File: src/sv/ismin_pkg.sv
// Shared constants, item types and control structs for the range-minimum sequence block.
`timescale 1ns / 1ps

package ismin_pkg;

    localparam int CAPACITY = 256;
    localparam int IDX_W    = $clog2(CAPACITY);
    localparam int CNT_W    = $clog2(CAPACITY + 1);
    localparam int POS_W    = 9;
    localparam int VAL_W    = 32;
    localparam int CMP_W    = (CNT_W > POS_W) ? CNT_W : POS_W;

    localparam logic OP_INSERT = 1'b0;
    localparam logic OP_QUERY  = 1'b1;

    localparam logic signed [VAL_W-1:0] VALUE_MAX = 32'sh7FFF_FFFF;

    typedef struct packed {
        logic                    operation;
        logic [POS_W-1:0]        insert_position;
        logic signed [VAL_W-1:0] item_value;
        logic [POS_W-1:0]        range_start;
        logic [POS_W-1:0]        range_end;
    } req_item_t;

    typedef struct packed {
        logic signed [VAL_W-1:0] minimum;
        logic                    range_empty;
        logic                    insert_dropped;
    } rsp_item_t;

    typedef enum logic [1:0] {
        CELL_HOLD,
        CELL_INSERT,
        CELL_ROTATE
    } cell_mode_t;

    typedef struct packed {
        cell_mode_t              mode;
        logic [CMP_W-1:0]        pos;
        logic [CMP_W-1:0]        count;
        logic signed [VAL_W-1:0] value;
    } cell_cmd_t;

    typedef struct packed {
        logic             go;
        logic [CMP_W-1:0] lo;
        logic [CMP_W-1:0] hi;
    } scan_cmd_t;

    typedef struct packed {
        logic                    active;
        logic                    last;
        logic signed [VAL_W-1:0] minimum;
    } scan_stat_t;

    typedef enum logic [1:0] {
        ST_IDLE,
        ST_SCAN,
        ST_REPORT
    } state_t;

endpackage

File: src/sv/ismin_scan.sv
// Running-minimum unit that watches the head cell while the ring rotates.
`timescale 1ns / 1ps

module ismin_scan (
    input  logic                               clk,
    input  logic                               rst_n,
    input  ismin_pkg::scan_cmd_t               cmd,
    input  logic signed [ismin_pkg::VAL_W-1:0] head,
    output ismin_pkg::scan_stat_t              stat
);
    import ismin_pkg::*;

    logic                    active_reg, active_next;
    logic [IDX_W-1:0]        step_reg, step_next;
    logic [CMP_W-1:0]        lo_reg, lo_next;
    logic [CMP_W-1:0]        hi_reg, hi_next;
    logic signed [VAL_W-1:0] acc_reg, acc_next;
    logic                    in_range;
    logic                    last;

    assign in_range = (CMP_W'(step_reg) >= lo_reg) && (CMP_W'(step_reg) < hi_reg);
    assign last     = active_reg && (step_reg == IDX_W'(CAPACITY - 1));

    always_comb
    begin
        active_next = active_reg;
        step_next   = step_reg;
        lo_next     = lo_reg;
        hi_next     = hi_reg;
        acc_next    = acc_reg;
        if (cmd.go)
        begin
            active_next = 1'b1;
            step_next   = '0;
            lo_next     = cmd.lo;
            hi_next     = cmd.hi;
            acc_next    = VALUE_MAX;
        end
        else if (active_reg)
        begin
            if (in_range && head < acc_reg)
            begin
                acc_next = head;
            end
            step_next = step_reg + 1'b1;
            if (last)
            begin
                active_next = 1'b0;
            end
        end
    end

    always_ff @(posedge clk or negedge rst_n)
    begin
        if (!rst_n)
        begin
            active_reg <= 1'b0;
            step_reg   <= '0;
        end
        else
        begin
            active_reg <= active_next;
            step_reg   <= step_next;
        end
    end

    always_ff @(posedge clk)
    begin
        lo_reg  <= lo_next;
        hi_reg  <= hi_next;
        acc_reg <= acc_next;
    end

    assign stat.active  = active_reg;
    assign stat.last    = last;
    assign stat.minimum = acc_reg;

endmodule

File: config.mk
export PLATFORM = sky130hd
export DESIGN_NAME = ismin_scan
export DESIGN_NICKNAME = d
export VERILOG_FILES = /design/src/sv/ismin_pkg.sv /design/src/sv/ismin_scan.sv
export SDC_FILE = /design/constraint.sdc
export NUM_CORES = 1
export LEC_CHECK = 0
export BUFFER_PORTS_ARGS = -buffer_cell sky130_fd_sc_hd__buf_2
export CAP_MARGIN = 20
export CORE_ASPECT_RATIO = 0.75
export CORE_MARGIN = 4
export CORE_UTILIZATION = 35
export CTS_CLUSTER_SIZE = 28
export DETAILED_ROUTE_END_ITERATION = 8
export GPL_TIMING_DRIVEN = 0
export PLACE_DENSITY = 0.64
export SETUP_SLACK_MARGIN = 0.1
export SYNTH_ARGS = -nofsm -noshare
export SYNTH_HDL_FRONTEND = slang
export SYNTH_SLANG_ARGS = --single-unit
File: constraint.sdc
create_clock -name clk -period 2.8 [get_ports clk]
set_input_delay 0 -clock clk [delete_from_list [all_inputs] [get_ports clk]]
set_output_delay 0 -clock clk [all_outputs]
set_load 0.005 [all_outputs]
==> results_dict.tcl <==
set metrics [dict create \
    fin_skew_ns 0.00901 \
    place_area_um2 4110 \
    largest_reg_flops 32 \
    crit_start "acc_reg[15]" \
    std_cell_rows 31 \
    start_util 0.361 \
    wirelength_mm 8.73 \
    routed_via_density 4.61 \
    htreeDepth 3 \
    yosysWarningCount 0 \
    io_buffers 86 \
    stdcell_area_um2 4930 \
    die_h_um 94.8 \
    diodes 0 \
    globalplace.congestion 0.834 \
    power.density_nw_per_um2 470 \
    fin_setup_tns_ns 0 \
    cts_tree "done" \
    worst_slew_pin_slew_ns 0.469 \
    grt_pass1_wl_mm 14.5 \
    fin_crit_ns 2.53 \
    multi_input_area_um2 1780 \
    clockRootBuffer "clkbuf_16" \
    synth_top_area_frac 0.182 \
    r2r_start "acc_reg[15]" \
    avgRoutedWirePerCell_um 13.4 \
    drtPass1Iterations 4 \
    finalSetupViolations 0 \
    crit_path_max_fanout 10 \
    hp-class "input pin to register" \
    synth_area_per_cell_um2 9.55 \
    track_usage 0.159 \
    numCtsBuffers 9 \
    cts_sinks 59 \
    worst_slack_ns 0.274 \
    synth.most_common_cell "nor2_1" \
    synth_top_area_cell "dfxtp_1" \
    synth_common_cells "78 x nor2_1, 47 x ha_1, 46 x inv_1, 33 x mux2i_1, 32 x dfxtp_1" \
    synth-edff-count 18 \
    worstPathRequired_ns 3.05 \
    hold_violations 0 \
    cts_post_setup_buffers_inserted 0 \
    cap_violations 0 \
    worstSkewPairLatency_ns 0.33 \
    syn2layout_area_growth_pct 40.3 \
    seqCellArea_um2 1410 \
    crit_path_end_kind "register" \
    grt_max_degree 20 \
    start_kind "register" \
    worstHoldStart "head[10]" \
    synth_area_um2 3520 \
    crit_path_cell_trace "inv_1, ha_1, nand4_2, nor3_2, or4b_4, a31oi_2, o21ai_0, nand4bb_1, buf_6, buf_12, mux2i_1" \
    max_slew_margin 0.679 \
    die_area_um2 11700 \
    fmax_mhz 396 \
    syn-num-nets 468 \
    fp.dieW_um 124 \
    rsz0062_at_grt "false" \
    path_clk_slew_ns 0.05 \
    async_flop_share 0.153 \
    nets 615 \
    antenna_left 0 \
    reg2reg_depth 11 \
    finalCritPeriodShare 0.902 \
    status "completed" \
    cellLeakagePower_nw 2.70 \
    io_pins 87 \
    vdd_drop_max_mv 0.273 \
    place_ws_ns 0.147 \
    ys_ff_latch 59 \
    yosys-top-cells-area "dfxtp_1 18%, ha_1 17%, edfxtp_1 15%, mux2i_1 9.4%, nor2_1 8.3%" \
    seq_area_frac_synth 0.400 \
    grt_remaining_overflow 0 \
    synth_flop_cell "dfxtp_1" \
    cp_slowest_stage_delay_ns 0.49 \
    drtIter0Drc 94 \
    antenna_found_initial 0 \
    synth_cells 368 \
    hold_depth 3 \
    drcViolationCount 0 \
    core_area_um2 9740 \
    yosysUniqueCellTypes 40 \
    cp.arrival_ns 2.77 \
    vias 3008 \
    hpwl_mm 6.38 \
    worstSetupPathType "register to register" \
    slowest_stage "or4b_4" \
    slew_viol_final 0 \
    fillerInstances 865 \
    grt_pass1_vias 3116 \
    layout-drive-gt1-share 0.217 \
    clockBufferDepth 2 \
]
## metal layers
metal / part of all wire / wire, um / global-route usage
met5: 0 / 0 / 0
met4: 0.016 / 136 / 0.0562
met1: 0.48 / 4190 / 0.209
met2: 0.46 / 3980 / 0.254
met3: 0.047 / 413 / 0.0389
## repair_timing
item / CTS / global route
hold endpoints to repair: 58 / 0
gates resized for setup: 0 / 2
setup endpoints to repair: 0 / 30
hold buffers: 50 / 0
## layout by cell type (no fill, tap or decap), drive strengths merged, types with 2 or more instances in the layout
master / instances
ha: 47
buf: 94
nand4: 11
nor3: 6
dfrtp: 9
nor2: 78
nand2: 13
o21ai: 8
dlygate4sd3: 56
inv: 46
dfxtp: 32
xor2: 5
bufinv: 2
o21a: 2
mux2i: 33
nand3: 6
clkbuf: 12
nand2b: 4
clkinv: 3
a21oi: 19
edfxtp: 18
## power breakdown
group | switching, W | internal, W
combinational | 0.000107 | 0.000126
clock | 0.000382 | 0.000777
sequential | 0.0000149 | 0.000912
total | 0.000504 | 0.00181
## final cells by class
class                           instances  area share
Buffer                                 15      0.0342
Clock buffer                           11      0.0472
Clock inverter                          5      0.0160
Inverter                               46      0.0350
Multi-Input combinational cell        248       0.360
Sequential cell                        59       0.285
Tap cell                              132      0.0335
Timing Repair Buffer                  136       0.189
## worst paths after layout
kind / slack, ns / end
min reg2reg: 0.49 / acc_reg[31]
max in group asynchronous: 2.56 / step_reg[4]
min in group asynchronous: 0.06 / step_reg[7]
max reg2reg: 0.27 / acc_reg[6]
max: 0.27 / acc_reg[6]
min: 0.01 / acc_reg[10]
## worst max-delay path, delay by kind of cell, from the launching register on
kind                       cells  cell delay, ns
muxes                          1            0.21
buffers and inverters          3            0.37
DFF                            1            0.35
adders and majority gates      1            0.30
AOI/OAI and AO/OA              2            0.27
and+or+nand+nor                4            0.93
## cells by family after synthesis
group                      after synthesis  share of synthesized area
AOI/OAI and AO/OA                       38                     0.0633
buffers and inverters                   61                     0.0972
xor gates and xnor gates                 6                     0.0149
adders and majority gates               47                      0.167
DFF                                     59                      0.400
and+or+nand+nor                        124                      0.163
muxes                                   33                     0.0940
## stage by stage
step | util | instances | total power [W] | hold slack [ns]
5_1_grt | 0.507 | 652 | 0.00242 | 0.00752
3_3_place_gp | 0.422 | 586 | 0.00112 | -0.140
3_5_place_dp | 0.422 | 586 | 0.00112 | -0.140
2_1_floorplan | - | 368 | 0.00104 | -0.296
4_1_cts | 0.506 | 652 | 0.00234 | 0.00576
6_report | 0.507 | 652 | 0.00232 | 0.0133
Note: power is estimated with default switching activity, not from simulation.
