### config.mk
export PLATFORM = sky130hd
export DESIGN_NAME = ismin_cell
export DESIGN_NICKNAME = d
export VERILOG_FILES = /design/src/sv/ismin_pkg.sv /design/src/sv/ismin_cell.sv
export SDC_FILE = /design/constraint.sdc
export NUM_CORES = 1
export LEC_CHECK = 0
export BUFFER_PORTS_ARGS = -buffer_cell sky130_fd_sc_hd__buf_2
export CAP_MARGIN = 20
export CORE_ASPECT_RATIO = 2
export CORE_MARGIN = 2
export CORE_UTILIZATION = 25
export DETAILED_ROUTE_END_ITERATION = 8
export SLEW_MARGIN = 20
export SYNTH_ARGS = -nofsm -noshare
export SYNTH_HDL_FRONTEND = slang
export SYNTH_SLANG_ARGS = --single-unit
### constraint.sdc
create_clock -name clk -period 4.4 [get_ports clk]
set_input_delay 0.44 -clock clk [delete_from_list [all_inputs] [get_ports clk]]
set_output_delay 0.44 -clock clk [all_outputs]
set_load 0.05 [all_outputs]
### src/sv/ismin_pkg.sv
// Shared constants, item types and control structs for the range-minimum sequence block.
`timescale 1ns / 1ps

package ismin_pkg;

    localparam int CAPACITY = 256;
    localparam int IDX_W    = $clog2(CAPACITY);
    localparam int CNT_W    = $clog2(CAPACITY + 1);
    localparam int POS_W    = 9;
    localparam int VAL_W    = 32;
    localparam int CMP_W    = (CNT_W > POS_W) ? CNT_W : POS_W;

    localparam logic OP_INSERT = 1'b0;
    localparam logic OP_QUERY  = 1'b1;

    localparam logic signed [VAL_W-1:0] VALUE_MAX = 32'sh7FFF_FFFF;

    typedef struct packed {
        logic                    operation;
        logic [POS_W-1:0]        insert_position;
        logic signed [VAL_W-1:0] item_value;
        logic [POS_W-1:0]        range_start;
        logic [POS_W-1:0]        range_end;
    } req_item_t;

    typedef struct packed {
        logic signed [VAL_W-1:0] minimum;
        logic                    range_empty;
        logic                    insert_dropped;
    } rsp_item_t;

    typedef enum logic [1:0] {
        CELL_HOLD,
        CELL_INSERT,
        CELL_ROTATE
    } cell_mode_t;

    typedef struct packed {
        cell_mode_t              mode;
        logic [CMP_W-1:0]        pos;
        logic [CMP_W-1:0]        count;
        logic signed [VAL_W-1:0] value;
    } cell_cmd_t;

    typedef struct packed {
        logic             go;
        logic [CMP_W-1:0] lo;
        logic [CMP_W-1:0] hi;
    } scan_cmd_t;

    typedef struct packed {
        logic                    active;
        logic                    last;
        logic signed [VAL_W-1:0] minimum;
    } scan_stat_t;

    typedef enum logic [1:0] {
        ST_IDLE,
        ST_SCAN,
        ST_REPORT
    } state_t;

endpackage

### src/sv/ismin_cell.sv
// One storage cell of the sequence ring: hold, shift up on insert, rotate down on scan.
`timescale 1ns / 1ps

module ismin_cell (
    input  logic                             clk,
    input  logic [ismin_pkg::IDX_W-1:0]      idx,
    input  ismin_pkg::cell_cmd_t             cmd,
    input  logic signed [ismin_pkg::VAL_W-1:0] left,
    input  logic signed [ismin_pkg::VAL_W-1:0] right,
    output logic signed [ismin_pkg::VAL_W-1:0] value
);
    import ismin_pkg::*;

    logic signed [VAL_W-1:0] value_reg;
    logic signed [VAL_W-1:0] value_next;
    logic [CMP_W-1:0]        idx_ext;

    assign idx_ext = CMP_W'(idx);

    always_comb
    begin
        value_next = value_reg;
        unique case (cmd.mode)
            CELL_INSERT:
            begin
                if (idx_ext == cmd.pos)
                begin
                    value_next = cmd.value;
                end
                else if (idx_ext > cmd.pos && idx_ext <= cmd.count)
                begin
                    value_next = left;
                end
            end
            CELL_ROTATE: value_next = right;
            CELL_HOLD:   value_next = value_reg;
            default:     value_next = value_reg;
        endcase
    end

    // payload only, no reset
    always_ff @(posedge clk)
    begin
        value_reg <= value_next;
    end

    assign value = value_reg;

endmodule

==> results.txt, run 1 <==
Routed Antenna Nets -> 0
Final WS setup -> 1.82 ns
Gates resized, CTS repair -> 0
Fillers -> 838
Area grow syn2layout -> 49.1%
Top-count cell post-synth -> nand2_1
Post-route cell area -> 3170 sq um
Sink Count -> 32
Avg Vias per Cell -> 4.42
Core area -> 8290 sq um
Min-Delay Path Class -> input pin to register
Worst-path fanout max -> 32
Starting density of the core -> 25.7%
Clock tree buffer depth -> 2
Synth Area per Inst -> 10.6 sq um
WP data arrival -> 2.48 ns
Hpwl dp -> 4890 microns
Asr flop ratio synth -> 0%
Residual DRC -> 0
Root Buffer -> clkbuf_16
Inserted Diodes -> 0
First-pass GRT wire length -> 9290 microns
Slew HR -> 34.2%
Post-CTS Setup Inserts -> 0
# H-tree levels -> 2
Highest clock rate -> 388 MHz
CP startpoint kind -> input pin
Routed Wire Length -> 5800 microns
Die width -> 69.2 microns
CTS tree -> yes
Post-synth EDFFs -> 32
Req. time, crit path -> 4.30 ns
Max-slew violations -> 0
# port buffers -> 156
Leak -> 1.45 nW
Largest net degree at the start of global routing -> 65
Fin Setup TNS -> 0 ns
CP Class -> input pin to register
Maxcap violations -> 0
Detailed-router iteration count before antenna repair -> 4
Vias in the first global route -> 2102
Final nets -> 497
Synth top area share -> 45.2%
YS warnings -> 0
1st-iter DRT viols -> 54
CTS clk-pin slew, worst paths -> 0.05 ns
Worst VDD drop -> 130 uV
Top_reg_cell synth -> edfxtp_1
Outcome -> completed
Post-synth top cells -> nand2_1 (33), edfxtp_1 (32), mux2i_1 (32), o21ai_1 (20)
IO Pins -> 157
Worst-margin pin slew -> 0.984 ns
Register bit total from synthesis -> 32
Crit end category -> register
Post-Synthesis Cells -> 200
Placed instance area -> 3000 sq um
Share of cells above drive strength 1 -> 50.4%
Hold-fix buffers, CTS -> 0
Final setup viols -> 0
# rows -> 47
Max reg flops -> 32
CTS buffer count -> 5
Area leader, netlist -> edfxtp_1
Minimum clock period -> 2.58 ns
Syn Nets -> 341
Chip height -> 134 microns
Sequential-to-total area share from yosys stat -> 45.2%
Vias -> 2012
Pwr Density -> 339 nW/um^2
Final Cycle Share -> 58.6%
GP Congestion -> 0.748
Yosys cell types -> 28
Die area -> 9310 sq um
Tot GR Track Use -> 12.9%
Hold Worst Slack -> 0.432 ns
Top cells by area, synth -> edfxtp_1 (45%), mux2i_1 (15%), ha_1 (9.4%)
Routed length per instance -> 12.7 microns
Dpl ws -> 1.43 ns
Final hold violations -> 0
Initial antenna violation count -> 0
Cell Area, Synth -> 2130 sq um
Total gr overflow -> 0
RSZ-0062 raised after global routing -> false
-- placed cells by master (no fill, tap or decap), drive strengths merged, types with 2 or more instances in the layout --
master / count
nor3: 2
inv: 16
edfxtp: 32
a211oi: 3
buf: 159
mux2i: 32
ha: 16
a21oi: 3
nor2: 7
o21ai: 35
nand2: 33
clkbuf: 5
-- critical path: stages --
cell      delay (ns)
buf_2           0.11
ha_1            0.33
nand4b_4        0.14
nor3_4          0.20
buf_4           0.31
o41ai_1         0.17
a21oi_4         0.76
-- logic make-up (layout without fill, tap and decap cells) --
| family | after synthesis | in the layout | synth area share (%) |
|---|---|---|---|
| AO/OA/AOI/OAI | 45 | 45 | 13.1 |
| XOR/XNOR | 1 | 1 | 0.412 |
| flip-flops | 32 | 32 | 45.2 |
| AND/OR/NAND/NOR | 48 | 48 | 10.8 |
| adder cells (fa/ha/maj) | 16 | 16 | 9.41 |
| multiplexers | 32 | 32 | 15.1 |
| buffers and inverters | 26 | 183 | 6.06 |
-- layer usage --
| metal | track usage, % | up-vias | wire [microns] |
|---|---|---|---|
| li1 | - | 1039 | - |
| met1 | 11.9 | 860 | 1930 |
| met2 | 24.4 | 96 | 3250 |
| met3 | 3.01 | 17 | 382 |
| met4 | 8.28 | 0 | 237 |
| met5 | 0 | - | 0 |
-- metrics by stage --
stage,utilization [%],instances,power (mW)
finish,38.2,455,1.07
global route,38.2,455,1.12
CTS,38.2,455,1.09
detailed placement,36.2,447,0.696
global placement,36.2,447,0.691
floorplan,-,200,0.588
-- cell type report --
cell class	count	area, sq um	share of cell area (%)
Clock buffer	5	125	3.95
Sequential cell	32	961	30.3
Inverter	16	60.1	1.89
Timing Repair Buffer	159	803	25.3
Tap cell	98	123	3.87
Clock inverter	3	42.5	1.34
Multi-Input combinational cell	142	1060	33.3
-- report_power, final --
group,internal [mW],switching [mW],leakage [nW],total [mW]
combinational,0.0950,0.204,1.08,0.299
sequential,0.379,0.00693,0.290,0.386
clock,0.265,0.123,0.0798,0.389
-- final timing paths --
kind                       from             endpoint  slack, ns  cells after the start
worst max-delay path     idx[6]   value[0]$_DFFE_PP_       1.82                      7
worst min-delay path  right[27]  value[27]$_DFFE_PP_       0.43                      3
No activity file was read; power rests on OpenSTA's default activity.
==> run 2: changes to the inputs <==
==> constraint.sdc (replaced) <==
create_clock -name clk -period 2.1 [get_ports clk]
set_input_delay 0.21 -clock clk [delete_from_list [all_inputs] [get_ports clk]]
set_output_delay 0.21 -clock clk [all_outputs]
set_load 0.05 [all_outputs]
==> run 2 against run 1 <==
Effect of this change:
- via count grew 0.99%
- wire length is 0.79% lower
- critical path depth increased by 2
- first-iteration DRC count increased by 80%
- clock power increased by 72%
- total power rose by 99%
- hold slack lost 0.22 ns
- setup slack lost 1.4 ns
==> results.txt, run 2 (same netlist as run 1, synthesis figures left out) <==
CP startpoint kind -> input pin
Area grow syn2layout -> 54.1%
Req. time, crit path -> 2.12 ns
P_sw -> 0.688 mW
Dpl ws -> 0.0714 ns
Reg area -> 961 sq um
CP Class -> input pin to register
Sink Count -> 32
Clock power frac -> 31.3%
Fin Setup TNS -> 0 ns
Hold Worst Slack -> 0.213 ns
Residual DRC -> 0
Total gr overflow -> 0
Final WS setup -> 0.372 ns
Vias -> 2032
Starting density of the core -> 25.7%
# port buffers -> 156
First-pass GRT wire length -> 9120 microns
Chip height -> 134 microns
# H-tree levels -> 2
Min-Delay Path Class -> input pin to register
Slew HR -> 76.9%
Hold-fix buffers, CTS -> 0
Final core utilization -> 39.5%
Crit end category -> register
Avg Vias per Cell -> 4.42
Final Cycle Share -> 82.3%
Final hold violations -> 0
# rows -> 47
Detailed-router iteration count before antenna repair -> 4
CTS buffer count -> 5
Most frequent cells in the layout -> buf_2 (156), mux2i_1 (32), nand2_1 (32), edfxtp_1 (32), o21ai_1 (20)
Max-slew violations -> 0
Maxcap violations -> 0
Max reg flops -> 32
Tot GR Track Use -> 12.6%
Pint -> 1.45 mW
Final nets -> 502
Routed Antenna Nets -> 0
Switch share -> 32.2%
Largest net degree at the start of global routing -> 33
GP Congestion -> 0.837
Hpwl dp -> 4940 microns
Worst-margin pin slew -> 0.343 ns
Tot Pwr -> 2.13 mW
Die width -> 69.2 microns
Routed length per instance -> 12.5 microns
Hold-critical path depth -> 3
Share of cells above drive strength 1 -> 52.8%
Beginning of the worst hold path -> right[27]
WP data arrival -> 1.74 ns
RSZ-0062 raised after global routing -> false
Combinational power share -> 30.8%
Multi-input combinational cell area -> 1110 sq um
CTS tree -> yes
Routed Wire Length -> 5750 microns
Vias in the first global route -> 2102
CTS clk-pin slew, worst paths -> 0.05 ns
Pwr Density -> 651 nW/um^2
Die area -> 9310 sq um
Commonest non-fill, non-tap cell in the layout -> buf_2
Sequential fraction of design power -> 37.8%
Gates resized, CTS repair -> 0
Final setup viols -> 0
Fillers -> 835
Initial antenna violation count -> 0
Post-CTS Setup Inserts -> 0
Outcome -> completed
1st-iter DRT viols -> 97
Inserted Diodes -> 0
Leak -> 1.47 nW
Worst VDD drop -> 249 uV
Worst-path fanout max -> 32
IO Pins -> 157
Clock tree buffer depth -> 2
Minimum clock period -> 1.73 ns
Root Buffer -> clkbuf_16
Hold worst-path end -> value[27]$_DFFE_PP_
Highest clock rate -> 579 MHz
Core area -> 8290 sq um
-- run 2: cell types whose count changed in the layout (fill, tap and decap cells not counted), moves of 2 or more --
cell | before | now
buf_12 | 0 | 2
ha_1 | 16 | 13
inv_1 | 16 | 13
buf_4 | 3 | 6
ha_4 | 0 | 3
-- run 2: power by group through the flow --
stage	Sequential, mW	Clock (mW)	Combinational, mW
3_3_place_gp	0.819	0	0.661
2_1_floorplan	1.08	0	0.170
5_1_grt	0.816	0.715	0.709
4_1_cts	0.809	0.689	0.669
6_report	0.808	0.669	0.658
3_5_place_dp	0.820	0	0.669
-- run 2: critical path, cell delays in order --
cell     delay (ns)
buf_2          0.11
ha_1           0.30
o21ai_0        0.14
a21oi_1        0.06
o31a_1         0.23
o41ai_1        0.30
buf_4          0.17
a21oi_4        0.03
buf_12         0.18
-- run 2: worst max path at each step --
stage	from	end	slack [ns]	cells past startpoint
5_1_grt	idx[2]	value[18]$_DFFE_PP_	0.26	9
3_5_place_dp	idx[2]	value[17]$_DFFE_PP_	0.07	9
2_1_floorplan	cmd[48]	value[0]$_DFFE_PP_	-0.16	7
3_3_place_gp	idx[2]	value[15]$_DFFE_PP_	0.06	9
6_report	idx[2]	value[18]$_DFFE_PP_	0.37	9
4_1_cts	idx[2]	value[18]$_DFFE_PP_	0.36	9
-- run 2: layout make-up --
cell class              count  area share, %
repair buffers            164           26.4
well taps                  98           3.74
multi-input cells         142           33.8
clock buffers               6           3.93
inverters                  16           2.44
flip-flops and latches     32           29.3
clock inverters             2          0.344
-- run 2: per-stage QoR --
stage | instance area (sq um) | cells
6_report | 3280 | 460
2_1_floorplan | 2210 | 200
3_3_place_gp | 3140 | 452
4_1_cts | 3280 | 460
5_1_grt | 3280 | 460
3_5_place_dp | 3140 | 452
-- run 2: layer usage --
metal	GRT usage [%]	up-vias	wire length (microns)
li1	-	1044	-
met4	8.71	0	274
met1	11.7	879	1960
met2	23.9	91	3170
met3	2.48	18	352
met5	0	-	0
==> run 3: changes to the inputs <==
==> constraint.sdc (replaced) <==
create_clock -name clk -period 1.6 [get_ports clk]
set_input_delay 0.16 -clock clk [delete_from_list [all_inputs] [get_ports clk]]
set_output_delay 0.16 -clock clk [all_outputs]
set_load 0.05 [all_outputs]
==> run 3 against run 2 <==
Effect of this change:
- the flow now finishes with violations (setup timing)
- die area stayed put
- hold slack worse by 0.049 ns
- non-clock buffer count is 12 higher
- utilization is 4.6 points higher
- clock-buffer cell count stayed put
==> results.txt, run 3 (same netlist as run 1, synthesis figures left out) <==
Pwr Density -> 801 nW/um^2
Final Cycle Share -> 104%
Worst-margin pin slew -> 0.422 ns
CTS clk-pin slew, worst paths -> 0.05 ns
Chip height -> 134 microns
Die area -> 9310 sq um
Tot Pwr -> 2.94 mW
CTS buffer count -> 5
Routed Antenna Nets -> 0
CP Class -> input pin to register
# port buffers -> 156
Worst setup endpoint -> value[19]$_DFFE_PP_
Tot GR Track Use -> 13.7%
Root Buffer -> clkbuf_16
Placed instance area -> 3170 sq um
Starting density of the core -> 25.7%
Maxcap violations -> 0
Die width -> 69.2 microns
Largest net degree at the start of global routing -> 66
Residual DRC -> 0
Slew HR -> 71.6%
Worst VDD drop -> 358 uV
IO Pins -> 157
Failing checks -> setup timing
Beginning of the worst hold path -> right[10]
Highest clock rate -> 603 MHz
Avg Vias per Cell -> 4.46
Most frequent cells in the layout -> buf_2 (146), mux2i_1 (32), nand2_1 (32), edfxtp_1 (32), o21ai_1 (22)
Vias in the first global route -> 2162
WP data arrival -> 1.64 ns
Final WS setup -> -0.0580 ns
# rows -> 47
Max reg flops -> 32
Final setup viols -> 33
Commonest non-fill, non-tap cell in the layout -> buf_2
Inserted Diodes -> 0
Detailed-router iteration count before antenna repair -> 4
CTS tree -> yes
GP Congestion -> 0.788
Final nets -> 514
Final core utilization -> 44.2%
Min-Delay Path Class -> input pin to register
1st-iter DRT viols -> 90
Routed length per instance -> 13.5 microns
Clock tree buffer depth -> 2
Vias -> 2105
Minimum clock period -> 1.66 ns
Share of cells above drive strength 1 -> 58.3%
Outcome -> finished, violations left
RSZ-0062 raised after global routing -> true
Worst-path fanout max -> 8
CP startpoint kind -> input pin
Max-slew violations -> 0
Fillers -> 790
Area grow syn2layout -> 72.2%
Routed Wire Length -> 6380 microns
Req. time, crit path -> 1.58 ns
Dpl ws -> -0.422 ns
Core area -> 8290 sq um
Post-route cell area -> 3660 sq um
Crit end category -> register
Crit path from -> cmd[48]
Initial antenna violation count -> 0
# H-tree levels -> 2
Hpwl dp -> 4960 microns
First-pass GRT wire length -> 9980 microns
Final hold violations -> 0
Sink Count -> 32
Total gr overflow -> 0
Leak -> 1.60 nW
## run 3: cell count changes in the layout (fill, tap and decap cells not counted), moves of 3 or more
cell     change
o21ai_0      -3
ha_1         -5
inv_2        +3
buf_6       +13
buf_2       -10
ha_4         +5
inv_1        -5
## run 3: how the worst min path moves through the flow
stage                     depth (start not counted)                  end
after floorplan                                   2   value[0]$_DFFE_PP_
after global placement                            3  value[29]$_DFFE_PP_
after detailed placement                          3  value[25]$_DFFE_PP_
after CTS                                         3  value[25]$_DFFE_PP_
after global routing                              3  value[10]$_DFFE_PP_
final                                             3  value[10]$_DFFE_PP_
## run 3: per-stage QoR
| stage | instances | TNS, ns | hold WS (ns) |
|---|---|---|---|
| 6_report | 472 | -1.45 | 0.165 |
| 5_1_grt | 472 | -5.44 | 0.164 |
| 4_1_cts | 466 | -1.06 | 0.154 |
| 3_5_place_dp | 455 | -22.93 | 0.440 |
| 3_3_place_gp | 455 | -21.17 | 0.442 |
| 2_1_floorplan | 200 | -21.03 | 0.347 |
## run 3: per-layer routing
| metal | up-vias | track usage, % | wire [microns] | share of wire, % |
|---|---|---|---|---|
| li1 | 1070 | - | - | - |
| met3 | 15 | 2.48 | 366 | 5.7 |
| met1 | 928 | 12.4 | 2030 | 32 |
| met4 | 0 | 8.17 | 218 | 3.4 |
| met5 | - | 0 | 0 | 0 |
| met2 | 92 | 27.2 | 3760 | 59 |
## run 3: layout make-up
type	count	area (sq um)	area share, %
Inverter	16	85.1	2.32
Clock inverter	2	11.3	0.307
Tap cell	98	123	3.35
Clock buffer	6	129	3.52
Sequential cell	32	961	26.2
Multi-Input combinational cell	142	1210	33.0
Timing Repair Buffer	176	1140	31.3
## run 3: report_power, final
part / internal (mW) / switching [mW] / leakage, nW
clock: 0.569 / 0.310 / 0.0645
sequential: 1.04 / 0.0183 / 0.290
combinational: 0.383 / 0.614 / 1.25
## run 3: repair_timing
action                                  CTS  global route
buffers inserted                          3             5
hold buffers                              0             0
cloned                                    2             2
pin swaps                                 3             9
gates resized for setup                  36            11
endpoints found under the setup margin   54            55
## run 3: worst max-delay path, cell delays in order
cell	delay, ns
buf_8	0.09
inv_12	0.03
ha_4	0.27
nand4b_4	0.13
nor3_4	0.26
buf_6	0.17
a211oi_4	0.05
a21oi_4	0.20
buf_6	0.15
buf_12	0.13
